<file path="src/design/tpe_pkg.sv">
// shared constants for the track plane extrapolation block
`default_nettype none

package tpe_pkg;

  localparam int unsigned CoordW     = 32;
  localparam int unsigned NumHits    = 8;
  localparam int unsigned NumLanes   = 4;
  localparam int unsigned InDataW    = NumHits * CoordW;
  localparam int unsigned OutDataW   = 10 * CoordW;
  localparam int unsigned CoordFracBitsDef = 16;

  // configuration register indexes
  localparam int unsigned RegIdxW = 3;
  localparam logic [RegIdxW-1:0] REG_PLANE_IN_FIRST_Z   = 3'd0;
  localparam logic [RegIdxW-1:0] REG_PLANE_IN_SECOND_Z  = 3'd1;
  localparam logic [RegIdxW-1:0] REG_PLANE_OUT_FIRST_Z  = 3'd2;
  localparam logic [RegIdxW-1:0] REG_PLANE_OUT_SECOND_Z = 3'd3;
  localparam logic [RegIdxW-1:0] REG_REF_IN_Z           = 3'd4;
  localparam logic [RegIdxW-1:0] REG_REF_OUT_Z          = 3'd5;

  // extrapolation divider: 33 quotient bits over a 33 bit divisor
  localparam int unsigned ExtW  = 33;
  localparam int unsigned ExtQW = 33;
  // square root: one result bit per step over a 64 bit radicand
  localparam int unsigned SqW     = 64;
  localparam int unsigned SqSteps = 32;
  // direction divider: 31 quotient bits over a 32 bit root
  localparam int unsigned NrmW  = 32;
  localparam int unsigned NrmQW = 31;

  typedef struct packed {
    logic adv;
  } tpe_ctrl_t;

endpackage

`default_nettype wire

</file>
<file path="src/design/tpe_sqrt_cell.sv">
// one step of the bitwise integer square root
`default_nettype none

module tpe_sqrt_cell
  import tpe_pkg::*;
#(
  parameter int unsigned STEP = 0
) (
  input  wire logic          clk_i,
  input  wire tpe_ctrl_t     ctrl_i,
  input  wire logic [SqW-1:0] s_i,
  input  wire logic [SqW-1:0] r_i,
  output logic      [SqW-1:0] s_o,
  output logic      [SqW-1:0] r_o
);

  localparam logic [SqW-1:0] Bit = SqW'(1) << (SqW - 2 - 2 * STEP);

  logic [SqW-1:0] t, s_d, r_d, s_q, r_q;
  logic           ge;

  always_comb begin
    t   = r_i + Bit;
    ge  = (s_i >= t);
    s_d = ge ? (s_i - t) : s_i;
    r_d = ge ? ((r_i >> 1) + Bit) : (r_i >> 1);
  end

  always_ff @(posedge clk_i) begin
    if (ctrl_i.adv) begin
      s_q <= s_d;
      r_q <= r_d;
    end
  end

  assign s_o = s_q;
  assign r_o = r_q;

endmodule

`default_nettype wire

</file>
<file path="config.mk">
export PLATFORM = sky130hd
export DESIGN_NAME = tpe_sqrt_cell
export DESIGN_NICKNAME = d
export VERILOG_FILES = /design/src/design/tpe_pkg.sv /design/src/design/tpe_sqrt_cell.sv
export SDC_FILE = /design/constraint.sdc
export NUM_CORES = 1
export LEC_CHECK = 0
export ABC_AREA = 1
export BUFFER_PORTS_ARGS = -buffer_cell sky130_fd_sc_hd__buf_2
export CAP_MARGIN = 20
export CORE_UTILIZATION = 60
export DETAILED_ROUTE_END_ITERATION = 7
export GPL_TIMING_DRIVEN = 0
export PLACE_DENSITY = 0.88
export SYNTH_ARGS = -nofsm -noshare
export SYNTH_HDL_FRONTEND = slang
export SYNTH_SLANG_ARGS = --single-unit
</file>
<file path="constraint.sdc">
create_clock -name clk_i -period 5.7 [get_ports clk_i]
set_clock_uncertainty 0.05 [all_clocks]
set_input_delay 0 -clock clk_i [delete_from_list [all_inputs] [get_ports clk_i]]
set_output_delay 0 -clock clk_i [all_outputs]
set_load 0.01 [all_outputs]
</file>
Word level (Yosys, flattened, before mapping):

Index checks and enable logic that the tools add are counted.
Widths: inputs -> output; s select.

* bits in registers: 128
* latch bits: 0
* bits in writable memories: 0
* ROM bits: 0
* input port bits: 130
* output and inout port bits: 128
* logic and storage cells: 9
* memories: 0

* add/sub/neg operators: 3
* $mul: 0
* div/mod/pow operators: 0
* magnitude comparators: 1
* equality and inequality tests: 0
* shift-type cells: 0
* mux-type cells: 2
* bitwise operators: 0
* reduce and logical (&&, ||, !) cells: 0

Operators by type and width (number)
* $add 63x63->64 const B: 1
* $add 64x63->64 const B: 1
* $ge 64x64->1: 1
* $mux 64: 1
* $sub 64x64->64: 1
* $mux 63: 1

Logic depth before layout (Yosys ltp):

Gate-level depths: netlist of the first run.

* depth after elaboration: 3
* gate-level depth with buffers: 18
* mapped depth without buffers: 17

Worst setup path after synthesis of the first run:

No wires, ideal clock.

* path type: input port to flip-flop
* from: in s_i[0]
* to: reg s_q[55], in the netlist s_o[55] (data pin)
* library setup time: 0.253 ns
* data arrival time: 1.731 ns
* data required time: 5.397 ns
* setup slack: 3.666 ns
* stages: 18
* path buffers: 1
* path through: inv_1 -> ha_1 -> fa_1 -> inv_1 -> nand3_1 -> nand2_4 -> nand2_2 -> nand2_2 -> nand2_1 -> nand2_2 -> nand2_2 -> nand3_2 -> nand2_2 -> nand2_4 -> inv_4 -> buf_2 -> nand2_1 -> nand2_1

* longest elaborated chain between the ends: 2
* elaborated cells on any way between the ends: 3
* those cells by class: 1 x add/sub; 1 x order compare; 1 x mux

RTL lines
* start, declared: RTL line tpe_sqrt_cell.sv:11 `input wire logic [SqW-1:0] s_i,`
* $sub 64x64->64 / $ge 64x64->1 (equally long branches): RTL line tpe_sqrt_cell.sv:25, tpe_sqrt_cell.sv:24
* $mux 64 *: RTL line tpe_sqrt_cell.sv:25 `s_d = ge ? (s_i - t) : s_i;`
* named net s_d[55]: RTL line tpe_sqrt_cell.sv:19 `logic [SqW-1:0] t, s_d, r_d, s_q, r_q;`
* end signal, assigned: RTL line tpe_sqrt_cell.sv:31 `s_q <= s_d;`
* end, declared: RTL line tpe_sqrt_cell.sv:19

Mark *: on every way through the listed nets, which the timed path passes. The rest lies on a longest branch.
A chain may end at the register's enable or synchronous reset.

Final worst setup path of the first run:

* from: in s_i[0]
* to: reg s_q[49], in the netlist s_o[49] (data pin)

The elaborated chain is that of the path after synthesis.

==> results of run 1 <==
-- state kept, by name, summed over array words and instances, names as in the netlist --
name / flops
s_o: 64
r_o: 64
-- metal layers --
layer | vias to the layer above | global-route usage
met5 | - | 0
met4 | 0 | 0.256
met3 | 217 | 0.114
met2 | 895 | 0.662
met1 | 5610 | 0.489
li1 | 5959 | -
-- synthesized netlist by cell type, drive strengths merged --
master / count
a21oi: 44
and2: 2
and3: 1
buf: 13
edfxtp: 128
fa: 1
ha: 64
inv: 407
nand2: 770
nand3: 90
nand4: 20
nor2: 119
nor3: 10
nor4: 3
o21ai: 8
xnor2: 2
xor2: 30
-- where the power goes --
| group | switching [W] | internal (W) | total (W) |
|---|---|---|---|
| Clock | 0.000463 | 0.000647 | 0.00111 |
| Sequential | 0.0000310 | 0.00118 | 0.00121 |
| Combinational | 0.000764 | 0.000421 | 0.00119 |
-- logic make-up after synthesis --
group,after synthesis,share of synthesized area
and+or+nand+nor,1015,0.376
buffers and inverters,420,0.149
DFF,128,0.351
xor gates and xnor gates,32,0.0256
adders and majority gates,65,0.0749
AOI/OAI and AO/OA,52,0.0241
-- cell type report --
| type | instances | area (µm²) |
|---|---|---|
| Tap cell | 229 | 287 |
| Multi-Input combinational cell | 1164 | 5480 |
| Buffer | 13 | 101 |
| Clock inverter | 15 | 158 |
| Fill cell | 1267 | 3480 |
| Sequential cell | 128 | 3840 |
| Clock buffer | 17 | 425 |
| Timing Repair Buffer | 385 | 2590 |
| Inverter | 407 | 1530 |
-- path summary, 6_finish.rpt --
check	depth (start not counted)	to	slack [ns]	start
setup / recovery	19	s_o[49]$_DFFE_PP_	2.87	s_i[0]
hold / removal	1	r_o[36]$_DFFE_PP_	-0.01	ctrl_i
-- per-stage QoR --
step / std cells / worst slack [ns] / hold WS [ns] / power (W) / util
2_1_floorplan: 1712 / 3.67 / 0.0489 / 0.00189 / -
3_3_place_gp: 2198 / 3.17 / 0.142 / 0.00224 / 0.700
3_5_place_dp: 2199 / 3.14 / 0.143 / 0.00227 / 0.702
4_1_cts: 2358 / 3.04 / 0.000427 / 0.00343 / 0.805
5_1_grt: 2358 / 2.80 / 0.0165 / 0.00365 / 0.805
6_report: 2358 / 2.87 / -0.0138 / 0.00351 / 0.805
-- timing repair --
| action | CTS | global route |
|---|---|---|
| setup endpoints to repair | 0 | 0 |
| hold buffers | 127 | 0 |
| endpoints found under the hold margin | 128 | 0 |
==> flow_summary.json, run 1 <==
{
  "status": "finished with violations",
  "violations": "hold timing",
  "rsz0062_at_grt": "no",
  "start_util": 0.612,
  "yosysUniqueCellTypes": 29,
  "ctsRootBufferMaster": "clkbuf_16",
  "hold_slack_ns": -0.0138,
  "setup_tns_ns": 0,
  "dpl_cell_area_um2": 12600,
  "cts_buffers": 17,
  "power_density_nw_per_um2": 243,
  "wl_met1_mm": 13.7,
  "ioPinCount": 258,
  "synth_seq_cells": 128,
  "startpoint_type": "input port",
  "critPathSlowestCell": "dlygate4sd3_1",
  "path_cells": "dlygate4sd3_1 > buf_2 > inv_1 > ha_1 > fa_1 > inv_1 > nand3_1 > nand2_4 > nand2_2 > nand2_2 > nand2_1 > nand2_2 > nand2_2 > nand3_2 > nand2_2 > nand2_4 > buf_2 > nand3_1 > nand2_1",
  "cp_top_family": "simple AND/OR/NAND/NOR gates",
  "slowest_delay_ns": 0.54,
  "gp_congestion": 1.15,
  "htreeDepth": 4,
  "syn-num-nets": 1907,
  "layout_common_cells": "nand2_1, inv_1, buf_2",
  "path_buf_inv": 5,
  "crit_type": "input port to register",
  "synth_seq_area_share": 0.351,
  "yosys.area.top_type": "edfxtp_1",
  "max_slew_margin": 0.606,
  "crit_path_end_kind": "register",
  "grt_start_max_net_pins": 70,
  "max_clock_freq_mhz": 353,
  "routed.top_layer": "met4",
  "maxCapViolations": 0,
  "drive_above_1_share": 0.159,
  "synth_warnings": 0,
  "cts_tree": "yes",
  "clock_path_buffers": 2,
  "tightest_slew_ns": 0.591,
  "routedWlPerCell_um": 16.1,
  "fin_area_um2": 14400,
  "ant_nets": 0,
  "fp.dieH_um": 137,
  "dr_wl_met2_mm": 17.2,
  "rows": 49,
  "drtIter0Drc": 1652,
  "postCtsSetupBuffers": 0,
  "yosysTopAreaCellShare": 0.351,
  "final_common_cell": "nand2_1",
  "grt_pass1_wl_mm": 58.6,
  "ys_top_cells_by_area": "edfxtp_1, nand2_1, inv_1",
  "postSynthAreaPerCell_um2": 6.40,
  "syn2layout_area_growth_pct": 31.6,
  "netlist_instances": 1712,
  "grt_remaining_overflow": 0,
  "antenna_cells": 0,
  "required_ns": 5.95,
  "first_pass_iters": 8,
  "vias": 12700,
  "fin_crit_ns": 2.83,
  "p_leak_nw": 8.35,
  "antenna_found_initial": 0,
  "clkTransAtPathRegs_ns": 0.06,
  "path_common_cell": "nand2_2",
  "via_per_inst": 5.38,
  "clkSinkCount": 128,
  "min_period_over_period": 0.496,
  "arrival_ns": 3.08,
  "wl_met3_mm": 4.82,
  "cts.repair.resized": 0,
  "grt_pass1_vias": 12400,
  "core-area_um2": 17900,
  "cp_max_fo": 10,
  "maxSlewViolCount": 0,
  "setup_violations": 0,
  "vdd_drop_max_v": 0.000229,
  "final_net_count": 2311,
  "grt_usage": 0.413,
  "hold_viol_final": 7,
  "dp_hpwl_mm": 26.7,
  "drc": 0,
  "io_buffers": 257,
  "synth_area_um2": 11000,
  "die-area_um2": 18800,
  "wl_mm": 38.0,
  "fp.dieW_um": 137,
  "hold_path_class": "input port to register"
}
No activity file was read; power rests on OpenSTA's default activity.
==> inputs of run 2 (changes only) <==
--- a/config.mk
+++ b/config.mk
@@ -8,10 +8,10 @@
 export ABC_AREA = 1
 export BUFFER_PORTS_ARGS = -buffer_cell sky130_fd_sc_hd__buf_2
 export CAP_MARGIN = 20
-export CORE_UTILIZATION = 60
+export CORE_UTILIZATION = 56
 export DETAILED_ROUTE_END_ITERATION = 7
 export GPL_TIMING_DRIVEN = 0
-export PLACE_DENSITY = 0.88
+export PLACE_DENSITY = 0.83
 export SYNTH_ARGS = -nofsm -noshare
 export SYNTH_HDL_FRONTEND = slang
 export SYNTH_SLANG_ARGS = --single-unit
==> constraint.sdc (replaced) <==
create_clock -name clk_i -period 2.8 [get_ports clk_i]
set_clock_uncertainty 0.05 [all_clocks]
set_input_delay 0 -clock clk_i [delete_from_list [all_inputs] [get_ports clk_i]]
set_output_delay 0 -clock clk_i [all_outputs]
set_load 0.01 [all_outputs]
==> run 2 against run 1 <==
  * The run ends with DRC, setup timing left
  * Combinational power is 120% higher
  * Sequential share of layout area hardly changed
  * Sequential cell count stayed put
  * Total power is 110% higher
  * Die area is 7.0% higher
==> flow_summary.json, run 2 (synthesis results as in run 1) <==
{
  "vias": 13300,
  "hold_end": "s_o[4]$_DFFE_PP_",
  "clock_path_buffers": 2,
  "status": "finished with violations",
  "syn2layout_area_growth_pct": 31.8,
  "required_ns": 3.05,
  "ioPinCount": 258,
  "grt_start_max_net_pins": 72,
  "grt_usage": 0.470,
  "clkSinkCount": 128,
  "setup_tns_ns": -0.161,
  "fp.dieW_um": 142,
  "dp_worst_setup_slack_ns": 0.136,
  "startpoint": "r_i[22]",
  "fp.dieH_um": 142,
  "drive_above_1_share": 0.163,
  "htreeDepth": 4,
  "layout_common_cells": "nand2_1, inv_1, buf_2",
  "ant_nets": 0,
  "p_leak_nw": 8.34,
  "fin_crit_ns": 2.86,
  "via_per_inst": 5.59,
  "routedWlPerCell_um": 19.7,
  "violations": "DRC, setup timing",
  "power_density_nw_per_um2": 499,
  "vdd_drop_max_v": 0.000436,
  "start_util": 0.578,
  "first_pass_iters": 8,
  "cp_max_fo": 10,
  "drc": 1,
  "postCtsSetupBuffers": 0,
  "max_clock_freq_mhz": 349,
  "die-area_um2": 20100,
  "grt_pass1_wl_mm": 69.7,
  "io_buffers": 257,
  "final_common_cell": "nand2_1",
  "setup_violations": 5,
  "wl_mm": 47.2,
  "ctsRootBufferMaster": "clkbuf_16",
  "maxSlewViolCount": 0,
  "hold_path_class": "input port to register",
  "whs_path_depth": 1,
  "grt_remaining_overflow": 0,
  "fin_ws_ns": -0.0640,
  "maxCapViolations": 0,
  "arrival_ns": 3.11,
  "rows": 50,
  "rsz0062_at_grt": "yes",
  "min_period_over_period": 1.02,
  "hold_viol_final": 0,
  "crit_type": "input port to register",
  "max_slew_margin": 0.427,
  "dp_hpwl_mm": 31.7,
  "core-area_um2": 19000,
  "crit_path_end_kind": "register",
  "grt_pass1_vias": 13000,
  "fillers": 1372,
  "drtIter0Drc": 1701,
  "cts_buffers": 17,
  "gp_congestion": 0.987,
  "antenna_found_initial": 1,
  "startpoint_type": "input port",
  "dp_cells": 2230,
  "final_net_count": 2311,
  "hold_start": "ctrl_i",
  "antenna_cells": 0,
  "clkTransAtPathRegs_ns": 0.07,
  "cts_tree": "yes",
  "tightest_slew_ns": 0.859,
  "stdcell_count": 2389
}
## run 2: worst max-delay path: stages
cell and delay, ns:
dlygate4sd3_1 0.53, buf_2 0.13, inv_1 0.06, ha_1 0.37
nand2_1 0.20, inv_1 0.06, nand2_1 0.07, nand2_1 0.14
inv_1 0.08, nand2_1 0.10, a21oi_1 0.26, nand3_2 0.14
nand2_2 0.11, nand2_4 0.08, inv_4 0.21, buf_4 0.32
nand2_1 0.14, nand2_1 0.09
## run 2: per-stage QoR
| step | area (µm²) | total power (W) | hold slack, ns | utilization |
|---|---|---|---|---|
| after floorplan | 11000 | 0.00384 | 0.0489 | - |
| after global placement | 12600 | 0.00463 | 0.142 | 0.663 |
| after detailed placement | 12600 | 0.00472 | 0.142 | 0.665 |
| after CTS | 14400 | 0.00688 | 0.0685 | 0.759 |
| after global routing | 14400 | 0.00739 | 0.153 | 0.762 |
| final | 14400 | 0.00720 | 0.133 | 0.762 |
## run 2: worst max path at each step
stage / end / slack, ns / cells after the start
final: s_o[3]$_DFFE_PP_ / -0.06 / 18
after global placement: s_o[53]$_DFFE_PP_ / 0.21 / 14
after detailed placement: s_o[53]$_DFFE_PP_ / 0.14 / 18
after global routing: s_o[23]$_DFFE_PP_ / -0.11 / 20
after floorplan: s_o[55]$_DFFE_PP_ / 0.77 / 18
after CTS: s_o[53]$_DFFE_PP_ / 0.03 / 19
## run 2: repair_timing
action / CTS / global route
hold buffers: 127 / 0
endpoints found under the setup margin: 0 / 50
resized for setup: 0 / 19
hold endpoints to repair: 128 / 0
## run 2: final cells by class
class / instances / area, µm² / share of cell area
Multi-Input combinational cell: 1164 / 5520 / 0.382
Clock inverter: 13 / 91.3 / 0.00632
Inverter: 407 / 1530 / 0.106
Tap cell: 260 / 325 / 0.0225
Sequential cell: 128 / 3840 / 0.266
Timing Repair Buffer: 385 / 2590 / 0.179
Clock buffer: 19 / 433 / 0.0300
Buffer: 13 / 116 / 0.00806
## run 2: routing by layer
layer,routed length [µm],GRT usage,vias up,share of wire
li1,-,-,5968,-
met1,16500,0.555,5816,0.35
met2,20900,0.756,1231,0.44
met3,6460,0.137,330,0.14
met4,3310,0.287,0,0.070
met5,0,0,-,0
## run 2: where the power goes
group          leakage [nW]  internal, W  switching [W]
sequential             1.25      0.00240      0.0000768
clock                 0.253      0.00113       0.000993
combinational          6.83     0.000872        0.00172
total                  8.34      0.00441        0.00279
==> inputs of run 3 (changes only) <==
--- a/config.mk
+++ b/config.mk
@@ -8,10 +8,12 @@
 export ABC_AREA = 1
 export BUFFER_PORTS_ARGS = -buffer_cell sky130_fd_sc_hd__buf_2
 export CAP_MARGIN = 20
+export CORE_MARGIN = 5
 export CORE_UTILIZATION = 56
 export DETAILED_ROUTE_END_ITERATION = 7
 export GPL_TIMING_DRIVEN = 0
 export PLACE_DENSITY = 0.83
+export SKIP_CTS_REPAIR_TIMING = 1
 export SYNTH_ARGS = -nofsm -noshare
 export SYNTH_HDL_FRONTEND = slang
 export SYNTH_SLANG_ARGS = --single-unit
==> run 3 against run 2 <==
  * The flow finishes with violations (DRC, hold timing)
  * Via count fell by 3.9%
  * Global-route usage decreased by 14 points
  * Wire length shrank 4.7%
  * Non-clock buffer count is 1 lower
  * Die area grew 12%
  * Critical endpoint is now s_o[49]$_DFFE_PP_
==> flow_summary.json, run 3 (synthesis results as in run 1) <==
{
  "violations": "DRC, hold timing",
  "cp_max_fo": 4,
  "drc": 1,
  "wl_mm": 44.9,
  "fin_area_um2": 14500,
  "hold_path_class": "input port to register",
  "rows": 51,
  "vias": 12800,
  "arrival_ns": 2.89,
  "hold_viol_final": 1,
  "slowest_delay_ns": 0.53,
  "fin_crit_ns": 2.77,
  "p_leak_nw": 8.35,
  "drtIter0Drc": 1554,
  "die-area_um2": 22500,
  "ioPinCount": 258,
  "maxSlewViolCount": 0,
  "hold_slack_ns": -0.0144,
  "max_slew_margin": 0.447,
  "crit_path_end_kind": "register",
  "grt_pass1_vias": 10700,
  "tightest_slew_ns": 0.829,
  "start_util": 0.567,
  "status": "finished with violations",
  "power_frac_comb": 0.345,
  "maxCapViolations": 0,
  "antenna_cells": 0,
  "grt_remaining_overflow": 0,
  "drive_above_1_share": 0.159,
  "first_pass_iters": 8,
  "cts_tree": "yes",
  "final_common_cell": "nand2_1",
  "final_net_count": 2310,
  "htreeDepth": 4,
  "grt_pass1_wl_mm": 56.6,
  "seq_power_share": 0.338,
  "min_period_over_period": 0.991,
  "grt_start_max_net_pins": 71,
  "startpoint_type": "input port",
  "layout_common_cells": "nand2_1, inv_1, buf_2",
  "path_common_cell": "nand2_1",
  "clkPwrFrac": 0.317,
  "cts_buffers": 17,
  "routedWlPerCell_um": 18.8,
  "clkTransAtPathRegs_ns": 0.06,
  "path_cells": "dlygate4sd3_1 > buf_2 > inv_1 > ha_1 > nand2_1 > nor2_1 > nand3_1 > nand3_1 > nand2_1 > nand2_1 > nand2_1 > nand3_1 > nand2_1 > nand3_1 > nand2_1",
  "via_per_inst": 5.36,
  "switching_share": 0.374,
  "required_ns": 2.92,
  "fp.dieH_um": 150,
  "critPathSlowestCell": "dlygate4sd3_1",
  "crit_type": "input port to register",
  "hold_start": "s_i[1]",
  "whs_path_depth": 3,
  "syn2layout_area_growth_pct": 31.9,
  "startpoint": "r_i[7]",
  "dpl_cell_area_um2": 12600,
  "fp.dieW_um": 150,
  "dp_hpwl_mm": 31.8,
  "switching_power_w": 0.00273,
  "clock_path_buffers": 2,
  "power_density_nw_per_um2": 506,
  "p_int_w": 0.00459,
  "clkSinkCount": 128,
  "setup_violations": 0,
  "ant_nets": 0,
  "fillers": 1424,
  "gp_congestion": 1.01,
  "core-area_um2": 19300,
  "io_buffers": 257,
  "max_clock_freq_mhz": 360,
  "vdd_drop_max_v": 0.000428,
  "antenna_found_initial": 1,
  "ctsRootBufferMaster": "clkbuf_16",
  "grt_usage": 0.331
}
## run 3: changes by cell type in the layout (fill, tap and decap cells not counted), moves of 2 or more
cell	change
nand2_2	-4
nand2_1	+5
buf_2	+6
buf_4	-3
clkinv_2	-3
bufinv_16	+2
clkbuf_4	-3
inv_6	+3
clkbuf_1	-2
## run 3: per-stage QoR
| step | instances | setup TNS, ns | power, W | setup WS, ns | utilization |
|---|---|---|---|---|---|
| 2_1_floorplan | 1712 | 0 | 0.00384 | 0.766 | - |
| 4_1_cts | 2267 | 0 | 0.00695 | 0.489 | 0.682 |
| 3_3_place_gp | 2234 | 0 | 0.00465 | 0.115 | 0.650 |
| 5_1_grt | 2393 | -0.651 | 0.00759 | -0.127 | 0.747 |
| 3_5_place_dp | 2235 | 0 | 0.00472 | 0.0612 | 0.652 |
| 6_report | 2393 | 0 | 0.00732 | 0.0260 | 0.747 |
## run 3: layout make-up
| type | instances | area [µm²] | area share |
|---|---|---|---|
| well taps | 265 | 332 | 0.0229 |
| clock inverters | 15 | 158 | 0.0109 |
| flip-flops and latches | 128 | 3840 | 0.266 |
| inverters | 407 | 1530 | 0.106 |
| repair buffers | 384 | 2580 | 0.178 |
| plain buffers | 13 | 101 | 0.00701 |
| multi-input cells | 1164 | 5480 | 0.379 |
| clock buffers | 17 | 425 | 0.0294 |
## run 3: power groups by stage
stage	sequential [W]	combinational, W	clock [W]
CTS	0.00246	0.00223	0.00227
global route	0.00249	0.00270	0.00239
finish	0.00247	0.00253	0.00232
floorplan	0.00263	0.00121	0
detailed placement	0.00250	0.00222	0
global placement	0.00249	0.00216	0
## run 3: critical path: cells and delay by family
kind	cells	cell delay (ns)
fa+ha+maj	1	0.35
simple gates	11	1.84
buf+inv	3	0.70
## run 3: routing by layer
layer | vias up | share of wire | track usage
li1 | 5967 | - | -
met1 | 5679 | 0.38 | 0.447
met2 | 976 | 0.45 | 0.533
met3 | 203 | 0.12 | 0.0718
met4 | 2 | 0.049 | 0.0984
met5 | - | 0.00031 | 0.0273
## run 3: worst paths after layout
check,endpoint
max,s_o[49]$_DFFE_PP_
min,s_o[1]$_DFFE_PP_
