==> config.mk <==
export PLATFORM = sky130hd
export DESIGN_NAME = tpe_div_cell
export DESIGN_NICKNAME = d
export VERILOG_FILES = /design/src/design/tpe_pkg.sv /design/src/design/tpe_div_cell.sv
export SDC_FILE = /design/constraint.sdc
export NUM_CORES = 1
export LEC_CHECK = 0
export BUFFER_PORTS_ARGS = -buffer_cell sky130_fd_sc_hd__buf_2
export CAP_MARGIN = 20
export CORE_UTILIZATION = 54
export CTS_CLUSTER_DIAMETER = 40
export CTS_CLUSTER_SIZE = 10
export DETAILED_ROUTE_END_ITERATION = 16
export PLACE_DENSITY = 0.86
export REMOVE_ABC_BUFFERS = 1
export SYNTH_ARGS = -nofsm -noshare
export SYNTH_HDL_FRONTEND = slang
export SYNTH_SLANG_ARGS = --single-unit
==> constraint.sdc <==
create_clock -name clk_i -period 6.9 [get_ports clk_i]
set_input_delay 1.38 -clock clk_i [delete_from_list [all_inputs] [get_ports clk_i]]
set_output_delay 1.38 -clock clk_i [all_outputs]
set_load 0.01 [all_outputs]
==> src/design/tpe_pkg.sv <==
// shared constants for the track plane extrapolation block
`default_nettype none

package tpe_pkg;

  localparam int unsigned CoordW     = 32;
  localparam int unsigned NumHits    = 8;
  localparam int unsigned NumLanes   = 4;
  localparam int unsigned InDataW    = NumHits * CoordW;
  localparam int unsigned OutDataW   = 10 * CoordW;
  localparam int unsigned CoordFracBitsDef = 16;

  // configuration register indexes
  localparam int unsigned RegIdxW = 3;
  localparam logic [RegIdxW-1:0] REG_PLANE_IN_FIRST_Z   = 3'd0;
  localparam logic [RegIdxW-1:0] REG_PLANE_IN_SECOND_Z  = 3'd1;
  localparam logic [RegIdxW-1:0] REG_PLANE_OUT_FIRST_Z  = 3'd2;
  localparam logic [RegIdxW-1:0] REG_PLANE_OUT_SECOND_Z = 3'd3;
  localparam logic [RegIdxW-1:0] REG_REF_IN_Z           = 3'd4;
  localparam logic [RegIdxW-1:0] REG_REF_OUT_Z          = 3'd5;

  // extrapolation divider: 33 quotient bits over a 33 bit divisor
  localparam int unsigned ExtW  = 33;
  localparam int unsigned ExtQW = 33;
  // square root: one result bit per step over a 64 bit radicand
  localparam int unsigned SqW     = 64;
  localparam int unsigned SqSteps = 32;
  // direction divider: 31 quotient bits over a 32 bit root
  localparam int unsigned NrmW  = 32;
  localparam int unsigned NrmQW = 31;

  typedef struct packed {
    logic adv;
  } tpe_ctrl_t;

endpackage

`default_nettype wire

==> src/design/tpe_div_cell.sv <==
// one restoring division step, remainder and quotient share a shift word
`default_nettype none

module tpe_div_cell
  import tpe_pkg::*;
#(
  parameter int unsigned W = ExtW,
  parameter int unsigned N = ExtQW
) (
  input  wire logic         clk_i,
  input  wire tpe_ctrl_t    ctrl_i,
  input  wire logic [W-1:0] d_i,
  input  wire logic [W-1:0] r_i,
  input  wire logic [N-1:0] lo_i,
  output logic      [W-1:0] d_o,
  output logic      [W-1:0] r_o,
  output logic      [N-1:0] lo_o
);

  logic [W:0]   t;
  logic [W:0]   diff;
  logic         ge;
  logic [W-1:0] r_d, r_q, d_q;
  logic [N-1:0] lo_d, lo_q;

  always_comb begin
    t    = {r_i, lo_i[N-1]};
    diff = t - {1'b0, d_i};
    ge   = (t >= {1'b0, d_i});
    r_d  = ge ? diff[W-1:0] : t[W-1:0];
    lo_d = {lo_i[N-2:0], ge};
  end

  always_ff @(posedge clk_i) begin
    if (ctrl_i.adv) begin
      d_q  <= d_i;
      r_q  <= r_d;
      lo_q <= lo_d;
    end
  end

  assign d_o  = d_q;
  assign r_o  = r_q;
  assign lo_o = lo_q;

endmodule

`default_nettype wire

---- Word level (Yosys, flattened, before mapping) ----
Cells that the tools add are included.
word-level totals
  register bits ........................... 99
  input bits .............................. 101
  word-level logic and storage cells ...... 6
  output and inout bits ................... 99
cells by class
  add/subtract/negate cells ............... 1
  muxes and demuxes ....................... 1
  $lt $le $gt $ge ......................... 1
operators with widths
  kind                                                            number
  34-bit by 33-bit greater-or-equal comparator with 1-bit output  1
  33-bit two-way mux                                              1
  33-bit subtractor                                               1

---- Logic depth before layout (Yosys ltp) ----
Gate-level depths: netlist (run 1).
  depth after elaboration ................. 2
  gate-level depth with buffers ........... 14
  gate-level depth less buffers ........... 12

---- Worst setup path before layout (run 1) ----
OpenSTA, ideal clock, no wires.
  path type ............................... input -> register
  start point ............................. in lo_i[32]
  end point ............................... reg r_q[1], in the netlist r_o[1] (data pin)
  path slack .............................. 3.081 ns
  buffers on the path ..................... 1
  setup time .............................. 0.260 ns
  stages .................................. 12
  arrival time ............................ 3.559 ns
  path through ............................ inv_1 > ha_1 > inv_1 > fa_1 > a21o_1 > a221oi_2 > o21ai_2 > a21boi_2 > o31ai_2 > a21oi_4 > buf_12 > mux2_4
between the ends
  word-level cells in the longest chain between the ends .. 2
  elaborated cells between the ends (all ways) .. 3
ends and longest elaborated chain
  element                                                                                                     RTL line                                RTL
  from (decl)                                                                                                 tpe_div_cell.sv:14                      input wire logic [N-1:0] lo_i,
  33-bit subtractor / 34-bit by 33-bit greater-or-equal comparator with 1-bit output (equally long branches)  tpe_div_cell.sv:28, tpe_div_cell.sv:29
  33-bit two-way mux (*)                                                                                      tpe_div_cell.sv:30                      r_d = ge ? diff[W-1:0] : t[W-1:0];
  named net r_d[1]                                                                                            tpe_div_cell.sv:23                      logic [W-1:0] r_d, r_q, d_q;
  to (signal assigned)                                                                                        tpe_div_cell.sv:37                      r_q <= r_d;
  to (decl)                                                                                                   tpe_div_cell.sv:23
The timed path passes the listed nets; every way through them passes the cells marked *.
A chain may end at the register's enable or synchronous reset.

---- Final worst setup path (run 1) ----
Same ends and word-level chain as after synthesis.

==> summary.md, run 1 <==
| Metric | Value |
|---|---|
| Lkg Pwr | 0.00300 uW |
| Top post-synthesis cells by count | 99 x edfxtp_1, 44 x inv_1, 42 x nand2_1 |
| Final Hold Viols | 0 |
| Pwr/cell area | 225 mW/mm2 |
| First-pass GRT wire length | 19400 um |
| Initial drt markers | 135 |
| Post-synthesis simple-gate area fraction | 9.42% |
| Gate power share | 25.6% |
| Slew Limit Fails | 0 |
| Fin area | 0.00674 mm2 |
| Hold_buf cts | 0 |
| Top-Level Pins | 200 |
| Gpl congestion | 0.890 |
| Switch Pwr | 451 uW |
| Post-synth EDFFs | 99 |
| Switch share | 29.6% |
| Worst hold path class | input port to flip-flop |
| Clock Root Buffer | clkbuf_8 |
| Gr usage total | 24.2% |
| Critical path depth | 13 |
| Core Box Area | 0.00982 mm2 |
| IO Port Bufs | 199 |
| Flops & latches, synth | 99 |
| Largest family of logic cells by synthesized area | compound AO/OA/AOI/OAI gates |
| Ant diodes | 0 |
| Starting density of the core | 56.0% |
| Overflow after GRT | 0 |
| Pin count of the biggest net entering global routing | 67 |
| Cell variety after synth | 60 |
| Final #Nets | 796 |
| Max Cap Viol | 0 |
| Seq/Total Area, Yosys | 54.0% |
| Synth top area cells | edfxtp_1 54%, ha_1 7.5%, o21ai_2 3.2% |
| # rows | 36 |
| Vias per cell | 5.31 |
| Worst Setup Start Kind | input port |
| Post-synth top area cell | edfxtp_1 |
| Post-Syn Area | 0.00550 mm2 |
| Compound-gate portion of the synthesized area | 18.2% |
| CP max stage delay | 410 ps |
| Slowest CP cell | a221oi_2 |
| Buf/Inv on CP | 4 |
| Pre-CTS setup slack | 2460 ps |
| Multiplexer share of the synthesized area | 0.273% |
| H-tree depth | 3 |
| P_int | 1070 uW |
| Via Count | 4244 |
| Setup Total Neg Slack | 0 ps |
| Final Cycle Share | 58.8% |
| Peak VDD IR | 0.000122 V |
| Total area of sequential cells | 0.00297 mm2 |
| Crit Path Max Fanout | 39 |
| Filler cell count | 792 |
| CP Data Required Time | 7020 ps |
| Vias in the first global route | 4129 |
| Post-route setup slack | 2840 ps |
| Multi-input gate area | 0.00221 mm2 |
| Syn Inst Count | 465 |
| WS Path Type | input port to flip-flop |
| Remaining antenna violation count | 0 |
| Die X | 103 um |
| Postcts setup bufs | 0 |
| Crit path top cell by count | inv_1 |
| Pre-Repair DR Iteration Count | 4 |
| Crit. End Element | flip-flop |
| Worst Setup EP | r_o[1]$_DFFE_PP_ |
| CTS tree | yes |
| Share of cells above drive strength 1 | 39.5% |
| Clk buf depth | 2 |
| XOR/XNOR Fraction of Synth Area | 4.46% |
| Initial antenna violation count | 1 |
| DP Area | 0.00654 mm2 |
| WP data arrival | 4180 ps |
| Status | completed |
| Clock-pin slew on the worst setup and hold paths | 90 ps |
| Synth Area in Adders | 7.87% |
| DIE AREA | 0.0106 mm2 |
| Die Y-Extent | 103 um |
| Clock power share | 24.8% |
| HPWL Detailed | 9930 um |
| Most frequent cell after synthesis | edfxtp_1 |
| Post-DR wirelength/cell | 15.8 um |
| Worst-path cell chain | buf_2 > inv_1 > ha_1 > inv_1 > fa_1 > a21o_1 > a221oi_2 > o21ai_2 > a21boi_2 > o31ai_2 > a21oi_4 > buf_4 > mux2_4 |
| Post-synthesis async set-or-reset flop share | 0% |
| Setup crit start | lo_i[32] |
| Family with the most delay on the worst path | compound AO/OA/AOI/OAI gates |
| Gates resized, CTS repair | 0 |
| WL final | 12600 um |
| Final Setup Violations | 0 |
| Headroom to the max-slew limit | 45.9% |
| Area Overhead vs Synth | 22.6% |
| Total CTS buffers | 9 |
| Sequential share of power | 49.6% |
| Post-synth top area share | 54.0% |
| TritonCTS Sinks | 99 |
| Slew @ Worst Pin | 812 ps |
| Yosys warning total | 0 |
| Final Critical Period | 4060 ps |
| # DRC | 0 |
| Fmax | 246 MHz |
| RSZ-0062 raised after global routing | false |
| Main synth FF type | edfxtp_1 |
| Mapped Avg Cell Area | 11.8 um2 |
[worst min path at each step]
stage,start,endpoint,cells past startpoint
3_3_place_gp,lo_i[14],lo_o[15]$_DFFE_PP_,1
5_1_grt,lo_i[14],lo_o[15]$_DFFE_PP_,1
4_1_cts,lo_i[14],lo_o[15]$_DFFE_PP_,1
6_report,lo_i[14],lo_o[15]$_DFFE_PP_,1
2_1_floorplan,d_i[0],d_o[0]$_DFFE_PP_,0
3_5_place_dp,lo_i[14],lo_o[15]$_DFFE_PP_,1
[stage by stage]
stage | hold slack, ps | util, % | instances | power (uW)
after floorplan | 1480 | - | 448 | 1000
after global placement | 1560 | 66.6 | 783 | 1150
after detailed placement | 1560 | 66.6 | 783 | 1160
after CTS | 1160 | 68.7 | 799 | 1530
after global routing | 1160 | 68.7 | 799 | 1600
final | 1180 | 68.7 | 799 | 1520
[kinds of logic after synthesis]
group / after synthesis
flops: 99
buf+inv: 62
mux: 1
fa+ha+maj: 34
compound gates: 136
xor+xnor: 28
simple gates: 105
[registers in the layout (all words and copies together), names as in the netlist]
signal  flops
r_o        33
lo_o       33
d_o        33
[layout by cell type (no fill, tap or decap), drive strengths merged, types with 5 or more instances in the layout]
cell type / netlist / final
xnor2: 15 / 15
a21oi: 34 / 34
nand2: 52 / 52
xor2: 13 / 13
o21bai: 6 / 6
ha: 33 / 33
buf: 14 / 202
inv: 45 / 47
o21ai: 48 / 48
nand4: 5 / 5
nand3: 6 / 6
a21o: 12 / 12
edfxtp: 99 / 99
o31ai: 6 / 6
nor2: 14 / 14
and3: 9 / 9
clkbuf: 3 / 9
[power groups by stage]
stage / registers [uW] / logic, uW / clock network [uW]
3_5_place_dp: 768 / 390 / 0
5_1_grt: 762 / 431 / 403
4_1_cts: 755 / 391 / 386
2_1_floorplan: 804 / 201 / 0
3_3_place_gp: 767 / 383 / 0
6_report: 754 / 389 / 376
[layout make-up]
class / count / share of cell area, %
sequential: 99 / 44.1
multi-input combinational: 304 / 32.8
timing repair buffer: 202 / 15.1
inverter: 45 / 2.51
tap: 133 / 2.47
clock buffer: 9 / 1.84
clock inverter: 7 / 1.11
[routing by layer]
metal | vias to the layer above | wire length [um] | GRT usage [%]
met5 | - | 0 | 0
met4 | 0 | 246 | 8.34
met3 | 21 | 857 | 6.10
met2 | 149 | 6400 | 43.6
met1 | 1969 | 5130 | 28.0
li1 | 2105 | - | -
Power figures use the tool's default switching activity.
==> run 2, diff against run 1 <==
--- a/config.mk
+++ b/config.mk
@@ -7,11 +7,11 @@
 export LEC_CHECK = 0
 export BUFFER_PORTS_ARGS = -buffer_cell sky130_fd_sc_hd__buf_2
 export CAP_MARGIN = 20
-export CORE_UTILIZATION = 54
+export CORE_UTILIZATION = 50
 export CTS_CLUSTER_DIAMETER = 40
 export CTS_CLUSTER_SIZE = 10
 export DETAILED_ROUTE_END_ITERATION = 16
-export PLACE_DENSITY = 0.86
+export PLACE_DENSITY = 0.81
 export REMOVE_ABC_BUFFERS = 1
 export SYNTH_ARGS = -nofsm -noshare
 export SYNTH_HDL_FRONTEND = slang
==> constraint.sdc (replaced) <==
create_clock -name clk_i -period 4.2 [get_ports clk_i]
set_input_delay 0.84 -clock clk_i [delete_from_list [all_inputs] [get_ports clk_i]]
set_output_delay 0.84 -clock clk_i [all_outputs]
set_load 0.01 [all_outputs]
==> summary.md, run 2 (synthesized netlist as in run 1, its figures left out) <==
| Metric | Value |
|---|---|
| Die X | 107 um (+3.8%) |
| Initial drt markers | 192 (+42%) |
| Via Count | 4255 (+0.26%) |
| Final Hold Viols | 0 (unchanged) |
| GRT busiest layer | met2 |
| Postcts setup bufs | 0 (unchanged) |
| Ant diodes | 0 (unchanged) |
| WP data arrival | 3620 ps (-560 ps) |
| # DRC | 0 (unchanged) |
| # rows | 37 (+2.8%) |
| Core Box Area | 0.0105 mm2 (+7.0%) |
| Headroom to the max-slew limit | 60.6% (+15 points) |
| Share of cells above drive strength 1 | 39.4% (-0.059 points) |
| Status | completed |
| Leading cell type in the layout, fill and taps excluded | buf_2 |
| WS Path Type | input port to flip-flop |
| Overflow after GRT | 0 (unchanged) |
| Worst hold path class | input port to flip-flop |
| DIE AREA | 0.0114 mm2 (+7.8%) |
| Area Overhead vs Synth | 22.9% |
| Die Y-Extent | 107 um (+3.8%) |
| Final #Nets | 797 (+0.13%) |
| Peak VDD IR | 0.000168 V (+38%) |
| Vias per cell | 5.30 (-0.24%) |
| Vias in the first global route | 4278 (+3.6%) |
| HPWL Detailed | 10300 um (+4.0%) |
| Hold_buf cts | 0 (unchanged) |
| Clk buf depth | 2 (unchanged) |
| CTS tree | yes |
| Lkg Pwr | 0.00300 uW (about the same) |
| TritonCTS Sinks | 99 (unchanged) |
| Slew Limit Fails | 0 (unchanged) |
| Gates resized, CTS repair | 0 (unchanged) |
| Clock Root Buffer | clkbuf_8 |
| Gr usage total | 23.6% (-0.63 points) |
| Filler cell count | 844 (+6.6%) |
| Crit Path Max Fanout | 24 (-38%) |
| Worst Setup Start Kind | input port |
| Hold slack final | 636 ps (-546 ps) |
| Pin count of the biggest net entering global routing | 46 (-31%) |
| CP Data Required Time | 4320 ps (-2700 ps) |
| Final Cycle Share | 83.4% |
| Top-Level Pins | 200 (unchanged) |
| Fmax | 285 MHz |
| Layout Cells excl Fill | 803 (+0.50%) |
| Post-DR wirelength/cell | 16.1 um (+2.1%) |
| Total power | 2490 uW (+64%) |
| IO Port Bufs | 199 (unchanged) |
| Slew @ Worst Pin | 585 ps (-227 ps) |
| Post-route setup slack | 696 ps (-2140 ps) |
| Clock-pin slew on the worst setup and hold paths | 90 ps (about the same) |
| Final Critical Period | 3500 ps |
| Pwr/cell area | 369 mW/mm2 (+64%) |
| Setup Total Neg Slack | 0 ps (unchanged) |
| Pre-CTS setup slack | 324 ps (-2140 ps) |
| Met1 GRT Util | 28.5% (+0.51 points) |
| Crit. End Element | flip-flop |
| Starting density of the core | 52.3% (-3.7 points) |
| RSZ-0062 raised after global routing | false |
| Gpl congestion | 0.850 (-4.6%) |
| H-tree depth | 3 (unchanged) |
| Met3 Track Usage GR | 3.40% (-2.7 points) |
| Total CTS buffers | 9 (unchanged) |
| Max Cap Viol | 0 (unchanged) |
| Pre-Repair DR Iteration Count | 5 (+1) |
| First-pass GRT wire length | 20600 um (+6.1%) |
| Initial antenna violation count | 0 (-1) |
| Most frequent cells in the layout | 198 x buf_2, 99 x edfxtp_1, 44 x inv_1, 42 x nand2_1, 33 x ha_1 |
| GRT met2 Usage | 42.0% (-1.6 points) |
| Final Setup Violations | 0 (unchanged) |
| Dpl cells | 787 (+0.51%) |
| WL final | 13000 um (+2.6%) |
| Remaining antenna violation count | 0 (unchanged) |
run 2: cell types whose count changed in the layout (fill, tap and decap cells not counted), sizes merged:
| cell | change |
|---|---|
| buf | +1 |
| clkinvlp | +1 |
| clkbuf | +1 |
| clkinv | -1 |
| inv | -1 |
run 2: layout make-up:
| class | count | area, um2 | share of cell area (%) |
|---|---|---|---|
| clock buffer | 10 | 128 | 1.89 |
| sequential | 99 | 2970 | 44.0 |
| timing repair buffer | 203 | 1040 | 15.4 |
| inverter | 45 | 169 | 2.50 |
| multi-input combinational | 304 | 2210 | 32.7 |
| clock inverter | 6 | 65.1 | 0.963 |
| tap | 136 | 170 | 2.52 |
run 2: metal layers:
layer | wire length (um) | part of all wire, % | vias up
met1 | 5460 | 42 | 1993
met3 | 646 | 5.0 | 16
li1 | - | - | 2107
met5 | 0 | 0 | -
met2 | 6610 | 51 | 139
met4 | 252 | 1.9 | 0
run 2: final timing paths:
| kind | startpoint | to | cells after the start |
|---|---|---|---|
| min | lo_i[0] | lo_o[1]$_DFFE_PP_ | 1 |
| max | lo_i[32] | r_o[9]$_DFFE_PP_ | 13 |
run 2: power breakdown:
part	switching (uW)	internal (uW)	leakage (uW)
sequential	25.8	1210	0.000968
combinational	377	267	0.00194
clock	335	276	0.0000866
total	738	1760	0.00300
run 2: worst max-delay path, cell delays in order:
cell,delay [ps]
buf_2,100
inv_1,50
ha_1,150
inv_1,50
fa_1,420
a21o_1,240
a221oi_2,410
o21ai_2,130
a21boi_2,240
o31ai_2,150
a21oi_4,290
buf_4,390
o31ai_1,150
run 2: metrics by stage:
stage               area, um2  utilization [%]
floorplan                5360                -
global placement         6570             62.5
detailed placement       6570             62.5
CTS                      6760             64.3
global route             6760             64.3
finish                   6760             64.3
==> run 3, diff against run 2 <==
--- a/config.mk
+++ b/config.mk
@@ -7,11 +7,11 @@
 export LEC_CHECK = 0
 export BUFFER_PORTS_ARGS = -buffer_cell sky130_fd_sc_hd__buf_2
 export CAP_MARGIN = 20
-export CORE_UTILIZATION = 50
+export CORE_UTILIZATION = 45
 export CTS_CLUSTER_DIAMETER = 40
 export CTS_CLUSTER_SIZE = 10
 export DETAILED_ROUTE_END_ITERATION = 16
-export PLACE_DENSITY = 0.81
+export PLACE_DENSITY = 0.77
 export REMOVE_ABC_BUFFERS = 1
 export SYNTH_ARGS = -nofsm -noshare
 export SYNTH_HDL_FRONTEND = slang
==> constraint.sdc (replaced) <==
create_clock -name clk_i -period 2.8 [get_ports clk_i]
set_input_delay 0.56 -clock clk_i [delete_from_list [all_inputs] [get_ports clk_i]]
set_output_delay 0.56 -clock clk_i [all_outputs]
set_load 0.01 [all_outputs]
==> summary.md, run 3 (synthesized netlist as in run 1, its figures left out) <==
| Metric | Value |
|---|---|
| TritonCTS Sinks | 99 (unchanged) |
| Die Y-Extent | 113 um (+5.3%) |
| Most frequent cells in the layout | 197 x buf_2, 99 x edfxtp_1, 69 x buf_4, 42 x inv_1, 42 x nand2_1 |
| Met3 wire len | 902 um (+40%) |
| Top Metal Used | met4 |
| Via Count | 4592 (+7.9%) |
| Slew @ Worst Pin | 486 ps (-99.6 ps) |
| Crit. End Element | flip-flop |
| IO Port Bufs | 199 (unchanged) |
| WL final | 14300 um (+10%) |
| Total power | 4340 uW (+74%) |
| Starting density of the core | 46.0% (-6.4 points) |
| M1 WL | 5780 um (+6.0%) |
| Vias in the first global route | 4665 (+9.0%) |
| Status | finished with violations |
| Vias per cell | 5.17 (-2.4%) |
| Share of cells above drive strength 1 | 46.6% (+7.1 points) |
| Clock Root Buffer | clkbuf_16 |
| Post-DR wirelength/cell | 16.1 um (-0.42%) |
| WS Path Type | input port to flip-flop |
| Area Overhead vs Synth | 38.9% |
| Ant diodes | 0 (unchanged) |
| Initial drt markers | 302 (+57%) |
| WP data arrival | 2920 ps (-700 ps) |
| RSZ-0062 raised after global routing | true |
| Final Critical Period | 2820 ps |
| Leading cell type in the layout, fill and taps excluded | buf_2 |
| Peak VDD IR | 0.000295 V (+76%) |
| Total CTS buffers | 9 (unchanged) |
| Core Box Area | 0.0120 mm2 (+14%) |
| Metal2 WL | 7280 um (+10%) |
| Worst-path cell chain | buf_6 > inv_4 > ha_4 > inv_4 > fa_2 > a21o_1 > a221oi_2 > buf_4 > o21ai_4 > a21boi_4 > o31ai_4 > a21oi_4 > buf_6 > mux2_4 |
| HPWL Detailed | 10900 um (+5.7%) |
| Crit Path Max Fanout | 4 (-83%) |
| Worst Setup Start Kind | input port |
| Clk buf depth | 2 (unchanged) |
| Overflow after GRT | 0 (unchanged) |
| Hold slack final | 385 ps (-251 ps) |
| # rows | 40 (+8.1%) |
| Headroom to the max-slew limit | 67.6% (+7.0 points) |
| Fin area | 0.00764 mm2 (+13%) |
| Final #Nets | 872 (+9.4%) |
| Fmax | 355 MHz |
| # DRC | 0 (unchanged) |
| Slew Limit Fails | 0 (unchanged) |
| Lkg Pwr | 0.00348 uW (+16%) |
| Worst hold path class | input port to flip-flop |
| Post-route setup slack | -18.7 ps (-715 ps) |
| Pin count of the biggest net entering global routing | 65 (+41%) |
| Slowest CP cell | fa_2 |
| Top-Level Pins | 200 (unchanged) |
| Final Cycle Share | 101% |
| Remaining antenna violation count | 0 (unchanged) |
| CTS tree | yes |
| Gr usage total | 22.9% (-0.74 points) |
| Final Setup Violations | 1 (+1) |
| Final Hold Viols | 0 (unchanged) |
| Die X | 113 um (+5.3%) |
| First-pass GRT wire length | 22300 um (+8.0%) |
| Clock-pin slew on the worst setup and hold paths | 70 ps (-20 ps) |
| Pre-Repair DR Iteration Count | 4 (-1) |
| DP Area | 0.00711 mm2 (+8.3%) |
| Gpl congestion | 0.853 (+0.44%) |
| Initial antenna violation count | 0 (unchanged) |
| Max Cap Viol | 0 (unchanged) |
| H-tree depth | 3 (unchanged) |
| Violated checks | setup timing |
| DIE AREA | 0.0127 mm2 (+11%) |
| Pwr/cell area | 568 mW/mm2 (+54%) |
| CP Data Required Time | 2900 ps (-1420 ps) |
| CP max stage delay | 350 ps (-70 ps) |
==> run 3: cell types whose count changed in the layout (fill, tap and decap cells not counted), moves of 2 or more <==
cell,delta
buf_4,+65
clkbuf_8,-9
buf_12,+2
clkbuf_16,+11
buf_6,+5
inv_4,+2
inv_1,-2
clkinvlp_4,-3
==> run 3: final cells by class <==
cell class,count,area (um2)
Tap cell,147,184
Inverter,45,174
Sequential cell,99,2970
Clock buffer,10,229
Fill cell,986,4320
Multi-Input combinational cell,304,2290
Clock inverter,5,77.6
Timing Repair Buffer,278,1710
==> run 3: where the power goes <==
part	leakage [uW]	switching (uW)	internal (uW)	total [uW]
registers	0.000968	42.7	1820	1870
logic	0.00236	625	551	1180
clock network	0.000150	523	777	1300
==> run 3: metrics by stage <==
step	TNS (ps)	worst slack, ps	util (%)	instances
6_report	-18.7	-18.7	63.9	888
5_1_grt	-636	-102	63.9	888
4_1_cts	0	18.0	62.9	886
3_5_place_dp	-12040	-400	59.4	865
3_3_place_gp	-9450	-298	59.4	865
2_1_floorplan	-33480	-1170	-	448
==> run 3: per-layer routing <==
metal,track usage (%),vias to the layer above
li1,-,2261
met1,26.6,2141
met2,41.0,169
met3,4.27,21
met4,9.96,0
met5,0,-
==> run 3: critical path, delay by kind of cell <==
family / cells / cell delay, ps
adder cells (fa/ha/maj): 2 / 480
buffers and inverters: 5 / 530
AO/OA/AOI/OAI: 6 / 1040
multiplexers: 1 / 300
==> run 3: path summary, 6_finish.rpt <==
kind	cells after the start	from	end
hold / removal	1	lo_i[24]	lo_o[25]$_DFFE_PP_
setup / recovery	14	lo_i[32]	r_o[1]$_DFFE_PP_
==> run 3: timing repair <==
item                       CTS  global route
gates cloned                 2             2
hold buffers                 0             0
setup endpoints to repair   33            34
buffers inserted             4             1
pin swaps                    3            25
gates resized for setup      3            22
